==> src/rtl/mbsd_pkg.sv <==
// Package for the MIDI byte stream decoder: parse state codes, message kind
// codes, the result record and the message classification functions.
// Depends on nothing.
package mbsd_pkg;

  localparam logic [2:0] ST_START  = 3'd0;
  localparam logic [2:0] ST_RUN    = 3'd1;
  localparam logic [2:0] ST_ONE    = 3'd2;
  localparam logic [2:0] ST_FIRST  = 3'd3;
  localparam logic [2:0] ST_SECOND = 3'd4;
  localparam logic [2:0] ST_SYSEX  = 3'd5;

  localparam logic [3:0] KIND_SINGLE     = 4'd0;
  localparam logic [3:0] KIND_NOTE_OFF   = 4'd1;
  localparam logic [3:0] KIND_NOTE_ON    = 4'd2;
  localparam logic [3:0] KIND_POLY_PRESS = 4'd3;
  localparam logic [3:0] KIND_CONTROL    = 4'd4;
  localparam logic [3:0] KIND_PROGRAM    = 4'd5;
  localparam logic [3:0] KIND_CHAN_PRESS = 4'd6;
  localparam logic [3:0] KIND_BEND       = 4'd7;
  localparam logic [3:0] KIND_OTHER_TWO  = 4'd8;
  localparam logic [3:0] KIND_OTHER_THREE = 4'd9;

  localparam logic [7:0] SYSEX_END     = 8'hf7;
  localparam logic [7:0] REALTIME_MASK = 8'hf8;
  localparam logic [6:0] DATA_MAX      = 7'h7f;

  typedef struct packed {
    logic [3:0]  kind;
    logic        typed;
    logic [1:0]  len;
    logic [7:0]  status;
    logic [3:0]  channel;
    logic [6:0]  data_first;
    logic [6:0]  data_second;
    logic [13:0] bend;
  } msg_t;

  function automatic msg_t make_msg(logic [3:0] kind, logic typed, logic [1:0] len,
                                    logic [7:0] st, logic [6:0] d1, logic [6:0] d2,
                                    logic [13:0] bend);
    msg_t m;
    m.kind        = kind;
    m.typed       = typed;
    m.len         = len;
    m.status      = st;
    m.channel     = st[3:0];
    m.data_first  = d1;
    m.data_second = d2;
    m.bend        = bend;
    return m;
  endfunction

  function automatic logic [2:0] classify(logic [7:0] st);
    logic [2:0] hi;
    logic [3:0] lo;
    logic [2:0] r;
    hi = st[6:4];
    lo = st[3:0];
    if (hi < 3'd4 || hi == 3'd6) r = ST_FIRST;
    else if (hi < 3'd6) r = ST_ONE;
    else if (lo == 4'h0) r = ST_SYSEX;
    else if (lo == 4'h2) r = ST_FIRST;
    else if (lo == 4'h3) r = ST_ONE;
    else r = ST_START;
    return r;
  endfunction

  function automatic msg_t two_byte(logic [7:0] st, logic [6:0] d1);
    msg_t m;
    case (st[6:4])
      3'd4:    m = make_msg(KIND_PROGRAM, 1'b1, 2'd2, st, d1, 7'd0, 14'd0);
      3'd5:    m = make_msg(KIND_CHAN_PRESS, 1'b1, 2'd2, st, d1, 7'd0, 14'd0);
      default: m = make_msg(KIND_OTHER_TWO, 1'b0, 2'd2, st, d1, 7'd0, 14'd0);
    endcase
    return m;
  endfunction

  function automatic msg_t three_byte(logic [7:0] st, logic [6:0] d1, logic [6:0] d2);
    msg_t m;
    case (st[6:4])
      3'd0: m = make_msg(KIND_NOTE_OFF, 1'b1, 2'd3, st, d1, d2, 14'd0);
      3'd1: begin
        if (d2 != 7'd0) m = make_msg(KIND_NOTE_ON, 1'b1, 2'd3, st, d1, d2, 14'd0);
        else m = make_msg(KIND_NOTE_OFF, 1'b0, 2'd3, st, d1, DATA_MAX, 14'd0);
      end
      3'd2:    m = make_msg(KIND_POLY_PRESS, 1'b1, 2'd3, st, d1, d2, 14'd0);
      3'd3:    m = make_msg(KIND_CONTROL, 1'b1, 2'd3, st, d1, d2, 14'd0);
      3'd6:    m = make_msg(KIND_BEND, 1'b1, 2'd3, st, d1, d2, {d2, d1});
      default: m = make_msg(KIND_OTHER_THREE, 1'b0, 2'd3, st, d1, d2, 14'd0);
    endcase
    return m;
  endfunction

endpackage

==> src/rtl/mbsd_step.sv <==
// Next-state and message logic for one received MIDI byte.
// Depends on mbsd_pkg.
module mbsd_step (
  input  logic [2:0]    state_i,
  input  logic [7:0]    held_status_i,
  input  logic [6:0]    held_data_i,
  input  logic [7:0]    in_byte_i,
  output logic [2:0]    state_o,
  output logic [7:0]    held_status_o,
  output logic [6:0]    held_data_o,
  output logic          msg_valid_o,
  output mbsd_pkg::msg_t msg_o
);

  logic       cmd;
  logic       done;
  logic [2:0] s;

  assign cmd = in_byte_i[7];

  always_comb begin
    s             = state_i;
    done          = 1'b0;
    held_status_o = held_status_i;
    held_data_o   = held_data_i;
    msg_valid_o   = 1'b0;
    msg_o = mbsd_pkg::make_msg(mbsd_pkg::KIND_SINGLE, 1'b0, 2'd1, in_byte_i,
                               7'd0, 7'd0, 14'd0);

    if (s > mbsd_pkg::ST_SYSEX) s = mbsd_pkg::ST_START;
    if (s == mbsd_pkg::ST_RUN) s = cmd ? mbsd_pkg::ST_START : mbsd_pkg::classify(held_status_i);
    if (cmd && (s inside {mbsd_pkg::ST_ONE, mbsd_pkg::ST_FIRST, mbsd_pkg::ST_SECOND}))
      s = mbsd_pkg::ST_START;

    if (s == mbsd_pkg::ST_SYSEX) begin
      if ((in_byte_i & mbsd_pkg::REALTIME_MASK) == mbsd_pkg::REALTIME_MASK) begin
        msg_valid_o = 1'b1;
        done        = 1'b1;
      end else if (in_byte_i == mbsd_pkg::SYSEX_END) begin
        s    = mbsd_pkg::ST_START;
        done = 1'b1;
      end else if (cmd) begin
        s = mbsd_pkg::ST_START;
      end else begin
        done = 1'b1;
      end
    end

    if (!done) begin
      case (s)
        mbsd_pkg::ST_ONE: begin
          s           = mbsd_pkg::ST_RUN;
          msg_valid_o = 1'b1;
          msg_o       = mbsd_pkg::two_byte(held_status_i, in_byte_i[6:0]);
        end
        mbsd_pkg::ST_FIRST: begin
          held_data_o = in_byte_i[6:0];
          s           = mbsd_pkg::ST_SECOND;
        end
        mbsd_pkg::ST_SECOND: begin
          s           = mbsd_pkg::ST_RUN;
          msg_valid_o = 1'b1;
          msg_o       = mbsd_pkg::three_byte(held_status_i, held_data_i, in_byte_i[6:0]);
        end
        default: begin
          if (cmd) begin
            held_status_o = in_byte_i;
            s             = mbsd_pkg::classify(in_byte_i);
            if (s == mbsd_pkg::ST_START) msg_valid_o = 1'b1;
          end
        end
      endcase
    end

    state_o = s;
  end

endmodule

==> src/rtl/midi_byte_stream_decoder_core.sv <==
// MIDI byte stream decoder top level: parse state registers and result register.
// Depends on mbsd_pkg and mbsd_step.
// A completed message is registered and shows on the output in the cycle after its last byte.
// Throughput: one byte per cycle; a byte is taken whenever the result register
// is empty or its message is taken in the same cycle.
// Reset: parse state returns to waiting for status, held status and data clear.
module midi_byte_stream_decoder_core (
  input  logic        clk_i,
  input  logic        rst_ni,
  input  logic        in_valid_i,
  output logic        in_ready_o,
  input  logic [7:0]  in_byte_i,
  output logic        out_valid_o,
  input  logic        out_ready_i,
  output logic [3:0]  msg_kind_o,
  output logic        typed_o,
  output logic [1:0]  msg_len_o,
  output logic [7:0]  status_byte_o,
  output logic [3:0]  channel_o,
  output logic [6:0]  data_first_o,
  output logic [6:0]  data_second_o,
  output logic [13:0] bend_value_o
);

  logic [2:0]     state_q, state_d;
  logic [7:0]     held_status_q, held_status_d;
  logic [6:0]     held_data_q, held_data_d;
  logic           out_valid_q;
  mbsd_pkg::msg_t out_msg_q;
  mbsd_pkg::msg_t msg_d;
  logic           msg_valid;
  logic           accept;

  assign in_ready_o = !out_valid_q || out_ready_i;
  assign accept     = in_valid_i && in_ready_o;

  mbsd_step u_step (
    .state_i       (state_q),
    .held_status_i (held_status_q),
    .held_data_i   (held_data_q),
    .in_byte_i     (in_byte_i),
    .state_o       (state_d),
    .held_status_o (held_status_d),
    .held_data_o   (held_data_d),
    .msg_valid_o   (msg_valid),
    .msg_o         (msg_d)
  );

  always_ff @(posedge clk_i or negedge rst_ni) begin
    if (!rst_ni) begin
      state_q       <= mbsd_pkg::ST_START;
      held_status_q <= 8'd0;
      held_data_q   <= 7'd0;
      out_valid_q   <= 1'b0;
    end else if (accept) begin
      state_q       <= state_d;
      held_status_q <= held_status_d;
      held_data_q   <= held_data_d;
      out_valid_q   <= msg_valid;
    end else if (out_ready_i) begin
      out_valid_q <= 1'b0;
    end
  end

  always_ff @(posedge clk_i) begin
    if (accept && msg_valid) begin
      out_msg_q <= msg_d;
    end
  end

  assign out_valid_o   = out_valid_q;
  assign msg_kind_o    = out_msg_q.kind;
  assign typed_o       = out_msg_q.typed;
  assign msg_len_o     = out_msg_q.len;
  assign status_byte_o = out_msg_q.status;
  assign channel_o     = out_msg_q.channel;
  assign data_first_o  = out_msg_q.data_first;
  assign data_second_o = out_msg_q.data_second;
  assign bend_value_o  = out_msg_q.bend;

`ifndef SYNTHESIS
  a_state_legal: assert property (@(posedge clk_i) disable iff (!rst_ni)
    state_q <= mbsd_pkg::ST_SYSEX)
    else $error("parse state out of range");

  a_status_bit: assert property (@(posedge clk_i) disable iff (!rst_ni)
    out_valid_o |-> status_byte_o[7] && msg_len_o != 2'd0)
    else $error("result without a status byte");

  a_single_len: assert property (@(posedge clk_i) disable iff (!rst_ni)
    out_valid_o && msg_kind_o == mbsd_pkg::KIND_SINGLE |-> msg_len_o == 2'd1)
    else $error("single byte message with wrong length");

  a_idle_data: assert property (@(posedge clk_i) disable iff (!rst_ni)
    accept && !in_byte_i[7] && state_q == mbsd_pkg::ST_START |=> !out_valid_o)
    else $error("stray data byte produced a message");
`endif

endmodule
==> config.mk <==
export PLATFORM = sky130hd
export DESIGN_NAME = midi_byte_stream_decoder_core
export DESIGN_NICKNAME = d
export VERILOG_FILES = /design/src/rtl/mbsd_pkg.sv /design/src/rtl/mbsd_step.sv /design/src/rtl/midi_byte_stream_decoder_core.sv
export SDC_FILE = /design/constraint.sdc
export NUM_CORES = 1
export LEC_CHECK = 0
export ABC_CLOCK_PERIOD_IN_PS = 3990
export BUFFER_PORTS_ARGS = -buffer_cell sky130_fd_sc_hd__buf_4
export CAP_MARGIN = 10
export CORE_MARGIN = 2
export CORE_UTILIZATION = 49
export DETAILED_ROUTE_END_ITERATION = 8
export GPL_TIMING_DRIVEN = 0
export HOLD_SLACK_MARGIN = 0.02
export PLACE_DENSITY = 0.77
export SLEW_MARGIN = 10
export SYNTH_ARGS = -nofsm -noshare
export SYNTH_HDL_FRONTEND = slang
export SYNTH_SLANG_ARGS = --single-unit
==> constraint.sdc <==
create_clock -name clk_i -period 3.99 [get_ports clk_i]
set_input_delay 0.1995 -clock clk_i [delete_from_list [all_inputs] [get_ports clk_i]]
set_output_delay 0.1995 -clock clk_i [all_outputs]
set_load 0.05 [all_outputs]
==> results.rst, run 1 <==
.. list-table::
   :header-rows: 1

   * - Metric
     - Value
   * - Largest delay contributor family on the critical path
     - compound AO/OA/AOI/OAI gates
   * - Launch instance of the worst min-delay path
     - in_valid_i
   * - Max Clk Rate
     - ~360 MHz
   * - Mean instance size in the synthesized netlist
     - approximately 13 µm²
   * - Critical path, cell by cell
     - or3_1 > o41a_1 > nand4b_4 > a2bb2oi_1 > a21oi_4 > buf_12
   * - Root buffer cell
     - clkbuf_8
   * - Final Cycle Share
     - 70.4%
   * - Area taken by flip-flops and latches
     - 1770 µm²
   * - Number of warnings reported in the yosys synthesis log
     - 0
   * - Clock-pin transition on the worst setup and hold timing paths
     - around 70 ps
   * - Total count of max-transition violations in the final report
     - 0
   * - Number of buffers and inverters on the critical path
     - 1
   * - Xor and xnor area share after synthesis
     - less than 1%
   * - Wirelength, routed
     - 6.72 mm
   * - Fraction of final layout cells with drive strength greater than 1
     - 37.8%
   * - Number of violations reported at the end of detailed-routing iteration 0
     - roughly 180
   * - Crit path from
     - held_status_q[0]
   * - Maximum resistive drop on vdd
     - 321 µV
   * - Run status
     - finished, final reports clean
   * - Port Buffer Count
     - between 50 and 60
   * - Biggest fanout along the worst timing path
     - 30
   * - Minimum clock period after layout
     - around 2800 ps
   * - Vias per Instance
     - roughly 5.7
   * - Clock latency of the later-clocked register in the worst-skew pair
     - 340 ps
   * - Number of cells produced by synthesis
     - between 200 and 250
   * - Hold bufs inserted after CTS
     - 1
   * - Starting density of the core
     - about half
   * - Final antenna-violating net count
     - 0
   * - Hold violation total from the final report
     - 0
   * - Relative slew slack
     - 53.9%
   * - Post-detailed-placement half-perimeter wirelength
     - 4.56 mm
   * - Antenna violations before repair
     - 0
   * - Critical path launch point type
     - flip-flop
   * - Pleak
     - ~1.5 nW
   * - Global-route total usage across every layer
     - around 22%
   * - Via count of the first global-routing pass
     - approximately 2000
   * - Remaining global-route overflow
     - 0
   * - Unrepaired setup endpoints after global routing
     - no
   * - Number of register bits inferred by synthesis
     - 62
   * - Worst Max-Slew Pin Slew
     - roughly 670 ps
   * - Delay of the slowest critical-path stage
     - between 500 and 600 ps
   * - Critical R2R Launch
     - held_status_q[0]
   * - Total routed wire length on the met1 layer
     - between 3 and 4 mm
   * - Post-CTS repair timing setup buffer count
     - 0
   * - EDFF count, synth
     - 43
   * - # setup viols final
     - 0
   * - Slowest stage cell on the critical path
     - a21oi_4
   * - Maximum number of pins on one net before global-route repair
     - 31
   * - Relative area change from synthesis to final layout
     - 23.8%
   * - Sequential element share of the synthesized area
     - 58.1%
   * - Die boundary width
     - approximately 83 µm
   * - Adder and majority cell fraction of the synthesized area
     - 0%
   * - Fin Hold WS
     - around 160 ps
   * - Most used DFF post-synth
     - edfxtp_1
   * - Total core area
     - between 5000 and 6000 µm²
   * - Antenna diode count
     - 0
   * - HP Class
     - in2reg
   * - Share of the synthesized area in compound gates (AO/OA/AOI/OAI)
     - between 10% and 20%
   * - Routed length per instance
     - roughly 18 µm
   * - Post-synthesis cell area
     - just over 3000 µm²
   * - Final TNS setup
     - 0 ps
   * - Distinct cell type count of the synthesized netlist
     - just over 50
   * - Combinational family with the most area after synthesis
     - simple AND/OR/NAND/NOR gates
   * - Die height
     - between 80 and 90 µm
   * - First-pass GRT wire length
     - around 11 mm
   * - Worst setup path category
     - reg2reg
   * - Number of H-tree branching levels
     - 3
   * - Max_cap viols
     - 0
   * - Global placement routability congestion
     - roughly 0.85
   * - I/O pin count
     - 61
   * - Number of nets in the synthesized netlist
     - 244
   * - Path length in cells of the critical path
     - 6
   * - TritonCTS clock tree
     - built
   * - Num Clock Sinks
     - just over 60
   * - Post-CTS resize count
     - 0
   * - Worst path arrival time
     - between 2000 and 3000 ps
   * - Layout Skew
     - 10.7 ps
   * - Detailed-routed wire length on met3
     - around 410 µm
   * - Footprint of the multi-input gates
     - approximately 1100 µm²
   * - Share of synthesized cell area in and, or, nand and nor gates
     - between 10% and 20%
   * - Number of cells on the worst hold path
     - 3
   * - Detailed-router iteration count before antenna repair
     - 5
   * - Die ar.
     - ~6800 µm²
   * - Data required time at the worst endpoint
     - ~4000 ps
   * - Pwr dens
     - between 500 and 600 nW/µm²
   * - DRC violations left
     - 0
   * - Num rows
     - 28
   * - Total number of vias
     - 2163
   * - Multiplexer share of the synthesized area
     - about a tenth
   * - CTS buffer count
     - 9
   * - Capturing element type of the critical path
     - flip-flop
   * - Share of flip-flops with an asynchronous set or reset after synthesis
     - between 30 and 40%
   * - Detailed route wirelength on metal2
     - about 3.1 mm
   * - Cell depth of the worst flop-to-flop path
     - 6
   * - Filler cell count in the final layout
     - 460
   * - Maximum root-to-sink buffer count
     - 2
   * - Highest routed layer
     - met4
   * - Final net count
     - 311
placed cells by master (no fill, tap or decap), drive strengths merged, types with 2 or more instances in the layout:
cell type / Yosys / final
nand3: 4 / 4
nand2: 11 / 11
o221ai: 2 / 2
o21a: 7 / 7
o21ai: 8 / 8
or4: 2 / 2
nor4: 3 / 3
and3: 2 / 2
inv: 5 / 5
mux2: 21 / 21
o22ai: 4 / 4
buf: 16 / 71
clkinv: 0 / 3
nor2: 6 / 6
a21oi: 5 / 5
and2: 15 / 15
a22o: 8 / 8
nand2b: 6 / 6
edfxtp: 43 / 43
dfrtp: 19 / 19
nor3: 4 / 4
a31oi: 3 / 3
nand4b: 2 / 2
clkbuf: 8 / 19
o31ai: 2 / 2
a21o: 2 / 2
nor2b: 5 / 5
or3: 2 / 2
synth_stat cells, types with 2 or more instances:
cell	number	area, µm²
a21o_1	2	15.0
a21oi_1	5	25.0
a22o_1	8	70.1
a31oi_1	3	18.8
and2_1	15	93.8
and3_1	2	12.5
buf_2	7	35.0
buf_4	4	30.0
buf_6	4	45.0
clkbuf_1	8	30.0
dfrtp_1	19	475
edfxtp_1	43	1290
inv_1	5	18.8
mux2_2	7	78.8
mux2_4	14	210
nand2_1	11	41.3
nand2b_1	6	37.5
nand3_1	4	20.0
nor2_1	5	18.8
nor2b_1	4	25.0
nor3_1	4	20.0
nor4_1	3	18.8
o21a_1	7	52.6
o21ai_0	8	40.0
o221ai_1	2	17.5
o22ai_1	4	25.0
o31ai_1	2	15.0
or3_1	2	12.5
or4_4	2	22.5
tightest hold or removal path, delay by kind of cell:
kind                   cells  cell delay, ps
AOI/OAI and AO/OA          1             130
buffers and inverters      1              90
and+or+nand+nor            1              40
metrics by stage:
step / setup WS, ps / cell area [µm²] / cells / power (W) / util, %
after floorplan: 801 / 3040 / 232 / 0.00151 / -
after global placement: 138 / 3540 / 361 / 0.00171 / 59.5
after detailed placement: 1160 / 3570 / 362 / 0.00173 / 59.9
after CTS: 1140 / 3760 / 379 / 0.00225 / 63.2
after global routing: 1040 / 3760 / 379 / 0.00235 / 63.2
final: 1180 / 3760 / 379 / 0.00224 / 63.2
per-layer routing:
layer	up-vias	global-route usage, %
li1	1004	-
met1	1034	29.2
met2	103	33.2
met3	22	4.67
met4	0	10.7
met5	-	0
cell families after synthesis:
logic type | Yosys count
muxes | 21
AOI/OAI and AO/OA | 52
DFF | 62
buffers and inverters | 29
and+or+nand+nor | 67
xor gates and xnor gates | 1
final timing paths:
| path | to | slack (ps) |
|---|---|---|
| worst max-delay path | msg_kind_o[1] | 1180 |
| worst min-delay path | out_valid_o | 160 |
| worst max register to register | msg_kind_o[1] | 1180 |
| worst min register to register | held_status_q[7] | 480 |
| max in group asynchronous | held_data_q[1] | 3490 |
| min in group asynchronous | state_q[0] | 280 |
layout make-up:
type	instances	share of cell area (%)
Sequential cell	62	47.0
Tap cell	75	2.49
Timing Repair Buffer	56	11.6
Buffer	24	3.82
Multi-Input combinational cell	141	29.8
Inverter	5	0.499
Clock buffer	11	3.49
Clock inverter	5	1.36
power by group:
part	internal [W]	switching (W)
sequential	0.000839	0.0000708
combinational	0.000304	0.000503
clock	0.000285	0.000242
state kept, by name (all words and copies together), names as in the netlist:
register and cells:
data_second_o 7, bend_value_o 14, typed_o 1, held_status_q 8, msg_kind_o 4, state_q 3
status_byte_o 8, data_first_o 7, msg_len_o 2, held_data_q 7, out_valid_o 1
(Power assumes the default switching activity.)
==> run 2, diff against run 1 <==
--- a/config.mk
+++ b/config.mk
@@ -5,7 +5,7 @@
 export SDC_FILE = /design/constraint.sdc
 export NUM_CORES = 1
 export LEC_CHECK = 0
-export ABC_CLOCK_PERIOD_IN_PS = 3990
+export ABC_CLOCK_PERIOD_IN_PS = 2390
 export BUFFER_PORTS_ARGS = -buffer_cell sky130_fd_sc_hd__buf_4
 export CAP_MARGIN = 10
 export CORE_MARGIN = 2
==> constraint.sdc (replaced) <==
create_clock -name clk_i -period 2.39 [get_ports clk_i]
set_input_delay 0.1195 -clock clk_i [delete_from_list [all_inputs] [get_ports clk_i]]
set_output_delay 0.1195 -clock clk_i [all_outputs]
set_load 0.05 [all_outputs]
==> run 2 against run 1 <==
  * The run now ends with setup timing left
  * Cell count increased by 3.2%
  * Sequential share of layout area down 2.2 points
  * Clock skew shrank 2.6 ps
  * Critical path type unchanged
  * Total power grew 70%
  * Core utilization up 3.2 points
  * Clock power is 52% higher
  * Setup slack worse by 1300 ps
  * Die area unchanged
  * Sequential power rose by 67%
  * Worst hold slack worse by 69 ps
==> results.rst, run 2 (synthesis gave the netlist of run 1 again) <==
.. list-table::
   :header-rows: 1

   * - Metric
     - Value
   * - Clock latency of the later-clocked register in the worst-skew pair
     - approximately 330 ps
   * - Filler cell count in the final layout
     - roughly 460
   * - HP Class
     - in2reg
   * - Final antenna-violating net count
     - 0
   * - Highest-count cells in the layout ignoring fill and taps
     - 66 x buf_4, 43 x edfxtp_1, 18 x dfrtp_1
   * - Proportion of total power due to net switching
     - between 30% and 40%
   * - Pleak
     - 1.61 nW
   * - Critical path launch point type
     - flip-flop
   * - Pwr dens
     - 964 nW/µm²
   * - First-pass GRT wire length
     - approximately 10 mm
   * - Switching component of the power
     - about 0.0014 W
   * - Port Buffer Count
     - 54
   * - Routed length per instance
     - about 18 µm
   * - Unrepaired setup endpoints after global routing
     - yes
   * - I/O pin count
     - a little over 60
   * - Die ar.
     - 6850 µm²
   * - Fin Hold WS
     - about 95 ps
   * - Sequential share of power
     - 39.8%
   * - Cell depth of the worst flop-to-flop path
     - 7
   * - Data required time at the worst endpoint
     - between 2000 and 2500 ps
   * - Number of violations reported at the end of detailed-routing iteration 0
     - between 150 and 200
   * - Die boundary width
     - slightly above 80 µm
   * - Die height
     - ~83 µm
   * - # setup viols final
     - 28
   * - Placed insts
     - roughly 360
   * - Worst Max-Slew Pin Slew
     - around 600 ps
   * - Violations in the final reports
     - setup timing
   * - Final Cycle Share
     - 104%
   * - Final net count
     - between 300 and 400
   * - Detailed-router iteration count before antenna repair
     - 4
   * - Crit path setup slack, layout
     - -85.4 ps
   * - Fraction of power consumed by combinational cells
     - 39.2%
   * - Final TNS setup
     - -1320 ps
   * - DRC violations left
     - 0
   * - Antenna diode count
     - 0
   * - Relative slew slack
     - between 50% and 60%
   * - Starting density of the core
     - between 50% and 60%
   * - Internal power
     - roughly 0.0024 W
   * - Termination of the worst setup path
     - data_second_o[5]
   * - Worst path arrival time
     - 2530 ps
   * - Num rows
     - 28
   * - Global placement routability congestion
     - 0.833
   * - Number of H-tree branching levels
     - 3
   * - Max Clk Rate
     - between 400 and 500 MHz
   * - Remaining global-route overflow
     - 0
   * - Maximum number of pins on one net before global-route repair
     - 20
   * - Total core area
     - slightly below 6000 µm²
   * - Final Util
     - 66.3%
   * - Total number of vias
     - roughly 2200
   * - Global-route total usage across every layer
     - between 20% and 30%
   * - Capture point of the worst reg-to-reg path
     - data_second_o[5]
   * - Finished Layout Cells
     - around 390
   * - Wirelength, routed
     - about 6.8 mm
   * - Total count of max-transition violations in the final report
     - 0
   * - Num Clock Sinks
     - 62
   * - Run status
     - finished, violations left
   * - Vias per Instance
     - 5.53
   * - Via count of the first global-routing pass
     - between 2000 and 2500
   * - Maximum root-to-sink buffer count
     - 2
   * - Max_cap viols
     - 0
   * - Root buffer cell
     - clkbuf_8
   * - Fraction of final layout cells with drive strength greater than 1
     - 43.7%
   * - Total power
     - between 0.003 and 0.004 W
   * - Clock-pin transition on the worst setup and hold timing paths
     - about 70 ps
   * - Flip-flop count of the largest register, all copies and words added
     - 14
   * - Share of power burned in the clock network
     - 21.0%
   * - Biggest fanout along the worst timing path
     - 7
   * - Crit path from
     - held_status_q[0]
   * - Post-detailed-placement half-perimeter wirelength
     - 4.61 mm
   * - Minimum clock period after layout
     - between 2000 and 2500 ps
   * - Most common library cell in the layout ignoring fill and taps
     - buf_4
   * - Setup slack of the worst register-to-register path
     - -90 ps
   * - Layout Skew
     - between 8 and 9 ps
   * - Relative area change from synthesis to final layout
     - 30.0%
   * - Capturing element type of the critical path
     - flip-flop
   * - TritonCTS clock tree
     - built
   * - Critical R2R Launch
     - held_status_q[0]
   * - Maximum resistive drop on vdd
     - about 440 µV
   * - Antenna violations before repair
     - 0
   * - CTS buffer count
     - 9
   * - Worst setup path category
     - reg2reg
   * - Hold violation total from the final report
     - 0
==> run 2: cell count changes in the layout (fill, tap and decap cells not counted), sizes merged <==
cell	previous run	this run
bufinv	1	0
clkbuf	19	18
buf	71	82
inv	5	6
clkinv	3	5
==> run 2: cell type report <==
type / count / area, µm² / area share, %
tap: 75 / 93.8 / 2.38
inverter: 5 / 18.8 / 0.475
multi-input combinational: 141 / 1170 / 29.5
clock buffer: 9 / 124 / 3.14
buffer: 24 / 148 / 3.74
timing repair buffer: 68 / 583 / 14.8
sequential: 62 / 1770 / 44.8
clock inverter: 7 / 48.8 / 1.24
==> run 2: how the worst min path moves through the flow <==
stage,start,to,slack [ps],cells after the start
after floorplan,rst_ni,held_data_q[0],-180,0
after global placement,rst_ni,held_status_q[1],20,1
after detailed placement,rst_ni,held_status_q[7],20,1
after CTS,in_valid_i,out_valid_o,70,3
after global routing,in_byte_i[1],held_data_q[1],90,2
final,in_valid_i,out_valid_o,90,3
==> run 2: power groups by stage <==
stage	Combinational, W	Sequential, W	Clock (W)
after floorplan	0.000681	0.00185	0
after global placement	0.00132	0.00153	0
after detailed placement	0.00135	0.00154	0
after CTS	0.00142	0.00152	0.000812
after global routing	0.00158	0.00154	0.000867
final	0.00149	0.00152	0.000800
==> run 2: routing by layer <==
metal	vias to the layer above	global-route usage [%]	wire length [µm]	part of all wire [%]
met4	0	6.89	52	0.76
met2	62	36.0	3390	50
li1	1026	-	-	-
met3	5	5.22	373	5.4
met1	1069	27.6	3030	44
met5	-	0	0	0
==> run 2: critical path: stages (launching register included) <==
cell       delay, ps
dfrtp_1          400
or3_1            380
o41a_1           480
nand4b_4         210
a2bb2oi_4        170
a21oi_4          240
buf_6            160
clkbuf_16        150
==> run 2: metrics by stage <==
| step | cell area (µm²) | setup WS (ps) |
|---|---|---|
| after CTS | 3850 | -33.9 |
| after detailed placement | 3590 | -355 |
| after global placement | 3570 | -749 |
| after global routing | 3950 | -160 |
| after floorplan | 3070 | -238 |
| final | 3950 | -85.4 |
==> run 2: what timing repair did <==
| item | 4_1_cts | 5_1_grt |
|---|---|---|
| pin swaps | 3 | 5 |
| gates resized for setup | 1 | 14 |
| cloned | 1 | 1 |
| buffers inserted | 5 | 7 |
| endpoints found under the hold margin | 19 | 0 |
| endpoints found under the setup margin | 49 | 62 |
| hold buffers | 1 | 0 |
==> run 3, diff against run 2 <==
--- a/config.mk
+++ b/config.mk
@@ -7,9 +7,11 @@
 export LEC_CHECK = 0
 export ABC_CLOCK_PERIOD_IN_PS = 2390
 export BUFFER_PORTS_ARGS = -buffer_cell sky130_fd_sc_hd__buf_4
-export CAP_MARGIN = 10
+export CAP_MARGIN = 0
+export CELL_PAD_IN_SITES_DETAIL_PLACEMENT = 1
+export CELL_PAD_IN_SITES_GLOBAL_PLACEMENT = 2
 export CORE_MARGIN = 2
-export CORE_UTILIZATION = 49
+export CORE_UTILIZATION = 33
 export DETAILED_ROUTE_END_ITERATION = 8
 export GPL_TIMING_DRIVEN = 0
 export HOLD_SLACK_MARGIN = 0.02
==> run 3 against run 2 <==
  * The run still ends with setup timing left
  * Critical path type unchanged
  * Maximum frequency decreased by 1.9%
  * Cell count increased by 11%
  * Final area increased by 5.1%
  * Count of clock-buffer cells in the layout unchanged
  * Clock skew increased by 6.5 ps
  * First-iteration DRC count decreased by 63%
  * Register-to-register slack got worse by 50 ps
==> results.rst, run 3 (synthesis gave the netlist of run 1 again) <==
.. list-table::
   :header-rows: 1

   * - Metric
     - Value
   * - Run status
     - finished, violations left
   * - Violations in the final reports
     - setup timing
   * - DRC violations left
     - 0
   * - Num rows
     - 35
   * - Relative slew slack
     - a little under 60%
   * - Layout Skew
     - 14.6 ps
   * - Die ar.
     - 9990 µm²
   * - Crit path setup slack, layout
     - -134 ps
   * - Worst Max-Slew Pin Slew
     - 628 ps
   * - Final antenna-violating net count
     - 0
   * - HP Class
     - in2reg
   * - CTS buffer count
     - 9
   * - Slowest stage cell on the critical path
     - o41a_1
   * - Via count of the first global-routing pass
     - 2282
   * - Finished Layout Cells
     - about 430
   * - Remaining global-route overflow
     - 0
   * - Fraction of final layout cells with drive strength greater than 1
     - 47.4%
   * - Antenna violations before repair
     - 0
   * - Maximum resistive drop on vdd
     - 438 µV
   * - Data required time at the worst endpoint
     - between 2000 and 2500 ps
   * - Detailed-router iteration count before antenna repair
     - 4
   * - Pwr dens
     - between 1000 and 1500 nW/µm²
   * - Total number of vias
     - ~2200
   * - Most common library cell in the layout ignoring fill and taps
     - buf_4
   * - Biggest fanout along the worst timing path
     - 15
   * - Pre-CTS setup slack
     - -458 ps
   * - Post-detailed-placement half-perimeter wirelength
     - between 5 and 6 mm
   * - Number of violations reported at the end of detailed-routing iteration 0
     - 60
   * - Final Cycle Share
     - 106%
   * - Global-route total usage across every layer
     - between 15 and 20%
   * - Vias per Instance
     - between 5 and 6
   * - Minimum clock period after layout
     - around 2500 ps
   * - Port Buffer Count
     - 54
   * - First-pass GRT wire length
     - around 13 mm
   * - Wirelength, routed
     - ~8.4 mm
   * - Capturing element type of the critical path
     - flip-flop
   * - Routed length per instance
     - 19.3 µm
   * - Worst setup path category
     - reg2reg
   * - Num Clock Sinks
     - 62
   * - Starting density of the core
     - around a third
   * - Die height
     - between 90 and 100 µm
   * - Hold violation total from the final report
     - 0
   * - Critical path launch point type
     - flip-flop
   * - # setup viols final
     - 51
   * - Worst path arrival time
     - roughly 2600 ps
   * - Unrepaired setup endpoints after global routing
     - yes
   * - Total core area
     - between 9000 and 10000 µm²
   * - Final TNS setup
     - -5430 ps
   * - Root buffer cell
     - clkbuf_8
   * - Final net count
     - 330
   * - Max Clk Rate
     - ~400 MHz
   * - Maximum root-to-sink buffer count
     - 2
   * - Clock-pin transition on the worst setup and hold timing paths
     - about 80 ps
   * - Max_cap viols
     - 0
   * - Total count of max-transition violations in the final report
     - 0
   * - Critical path, cell by cell
     - or3_4 > o41a_1 > nand4b_4 > a2bb2oi_4 > a21oi_4 > buf_4 > buf_12
   * - Placed insts
     - between 300 and 400
   * - Flip-flop count of the largest register, all copies and words added
     - 14
   * - Largest delay contributor family on the critical path
     - compound AO/OA/AOI/OAI gates
   * - Relative area change from synthesis to final layout
     - 36.6%
   * - Clock latency of the later-clocked register in the worst-skew pair
     - about 360 ps
   * - I/O pin count
     - between 60 and 70
   * - Die boundary width
     - 100 µm
   * - Maximum number of pins on one net before global-route repair
     - 20
   * - Fin Hold WS
     - about 73 ps
   * - Final instance area
     - between 4000 and 5000 µm²
   * - Delay of the slowest critical-path stage
     - ~490 ps
   * - Highest-count cells in the layout ignoring fill and taps
     - 74 x buf_4, 43 x edfxtp_1, 18 x dfrtp_1
   * - Antenna diode count
     - 0
   * - TritonCTS clock tree
     - built
   * - Standard cell area after detailed placement
     - 3630 µm²
   * - Number of H-tree branching levels
     - 3
   * - Global placement routability congestion
     - just over 0.8
   * - Pleak
     - 1.68 nW
   * - Number of buffers and inverters on the critical path
     - 2
-- run 3: cell types whose count changed in the layout (fill, tap and decap cells not counted), sizes merged --
| cell | previous run | this run |
|---|---|---|
| buf | 82 | 90 |
| bufinv | 0 | 2 |
| clkbuf | 18 | 17 |
| clkinv | 5 | 1 |
| inv | 6 | 8 |
-- run 3: per-layer routing --
| metal | wire length [µm] | share of wire [%] | track usage (%) |
|---|---|---|---|
| met5 | 0 | 0 | 0 |
| met4 | 108 | 1.3 | 5.37 |
| met3 | 440 | 5.3 | 4.87 |
| met2 | 4170 | 50 | 29.1 |
| met1 | 3650 | 44 | 22.0 |
-- run 3: timing repair --
action	4_1_cts	5_1_grt
cloned	2	0
hold buffers	1	0
endpoints found under the hold margin	19	0
setup endpoints to repair	60	74
pin swaps	3	8
buffers inserted	12	7
gates resized for setup	7	19
-- run 3: report_power, final --
part           internal (W)  switching [W]
registers           0.00140       0.000126
clock network      0.000603       0.000476
logic              0.000669       0.000935
-- run 3: worst reg2reg max path, cell delays in order, from the launching register on --
cell and delay (ps):
dfrtp_1 410, or3_4 390, o41a_1 490, nand4b_4 230
a2bb2oi_4 170, a21oi_4 220, buf_4 160, buf_12 150
-- run 3: cell type report --
type                       count  area [µm²]
multi-input combinational    141        1200
inverter                       5        18.8
fill                         951        4910
clock inverter                 7         105
timing repair buffer          75         643
clock buffer                   9         124
sequential                    62        1770
buffer                        24         154
tap                          111         139
-- run 3: final timing paths --
check | start | to | slack (ps) | cells after the start
worst max-delay path | held_status_q[3] | data_second_o[5] | -130 | 7
worst min-delay path | in_byte_i[1] | held_status_q[1] | 70 | 2
worst max register to register | held_status_q[3] | data_second_o[5] | -130 | 7
worst min register to register | held_status_q[7] | held_status_q[7] | 480 | 1
max in group asynchronous | rst_ni | held_status_q[2] | 1970 | 2
min in group asynchronous | rst_ni | held_status_q[0] | 180 | 2
-- run 3: metrics by stage --
step                power, W  utilization, %
floorplan            0.00253               -
global placement     0.00289            39.8
detailed placement   0.00294            40.1
CTS                  0.00418            44.9
global route         0.00441            45.8
finish               0.00421            45.8
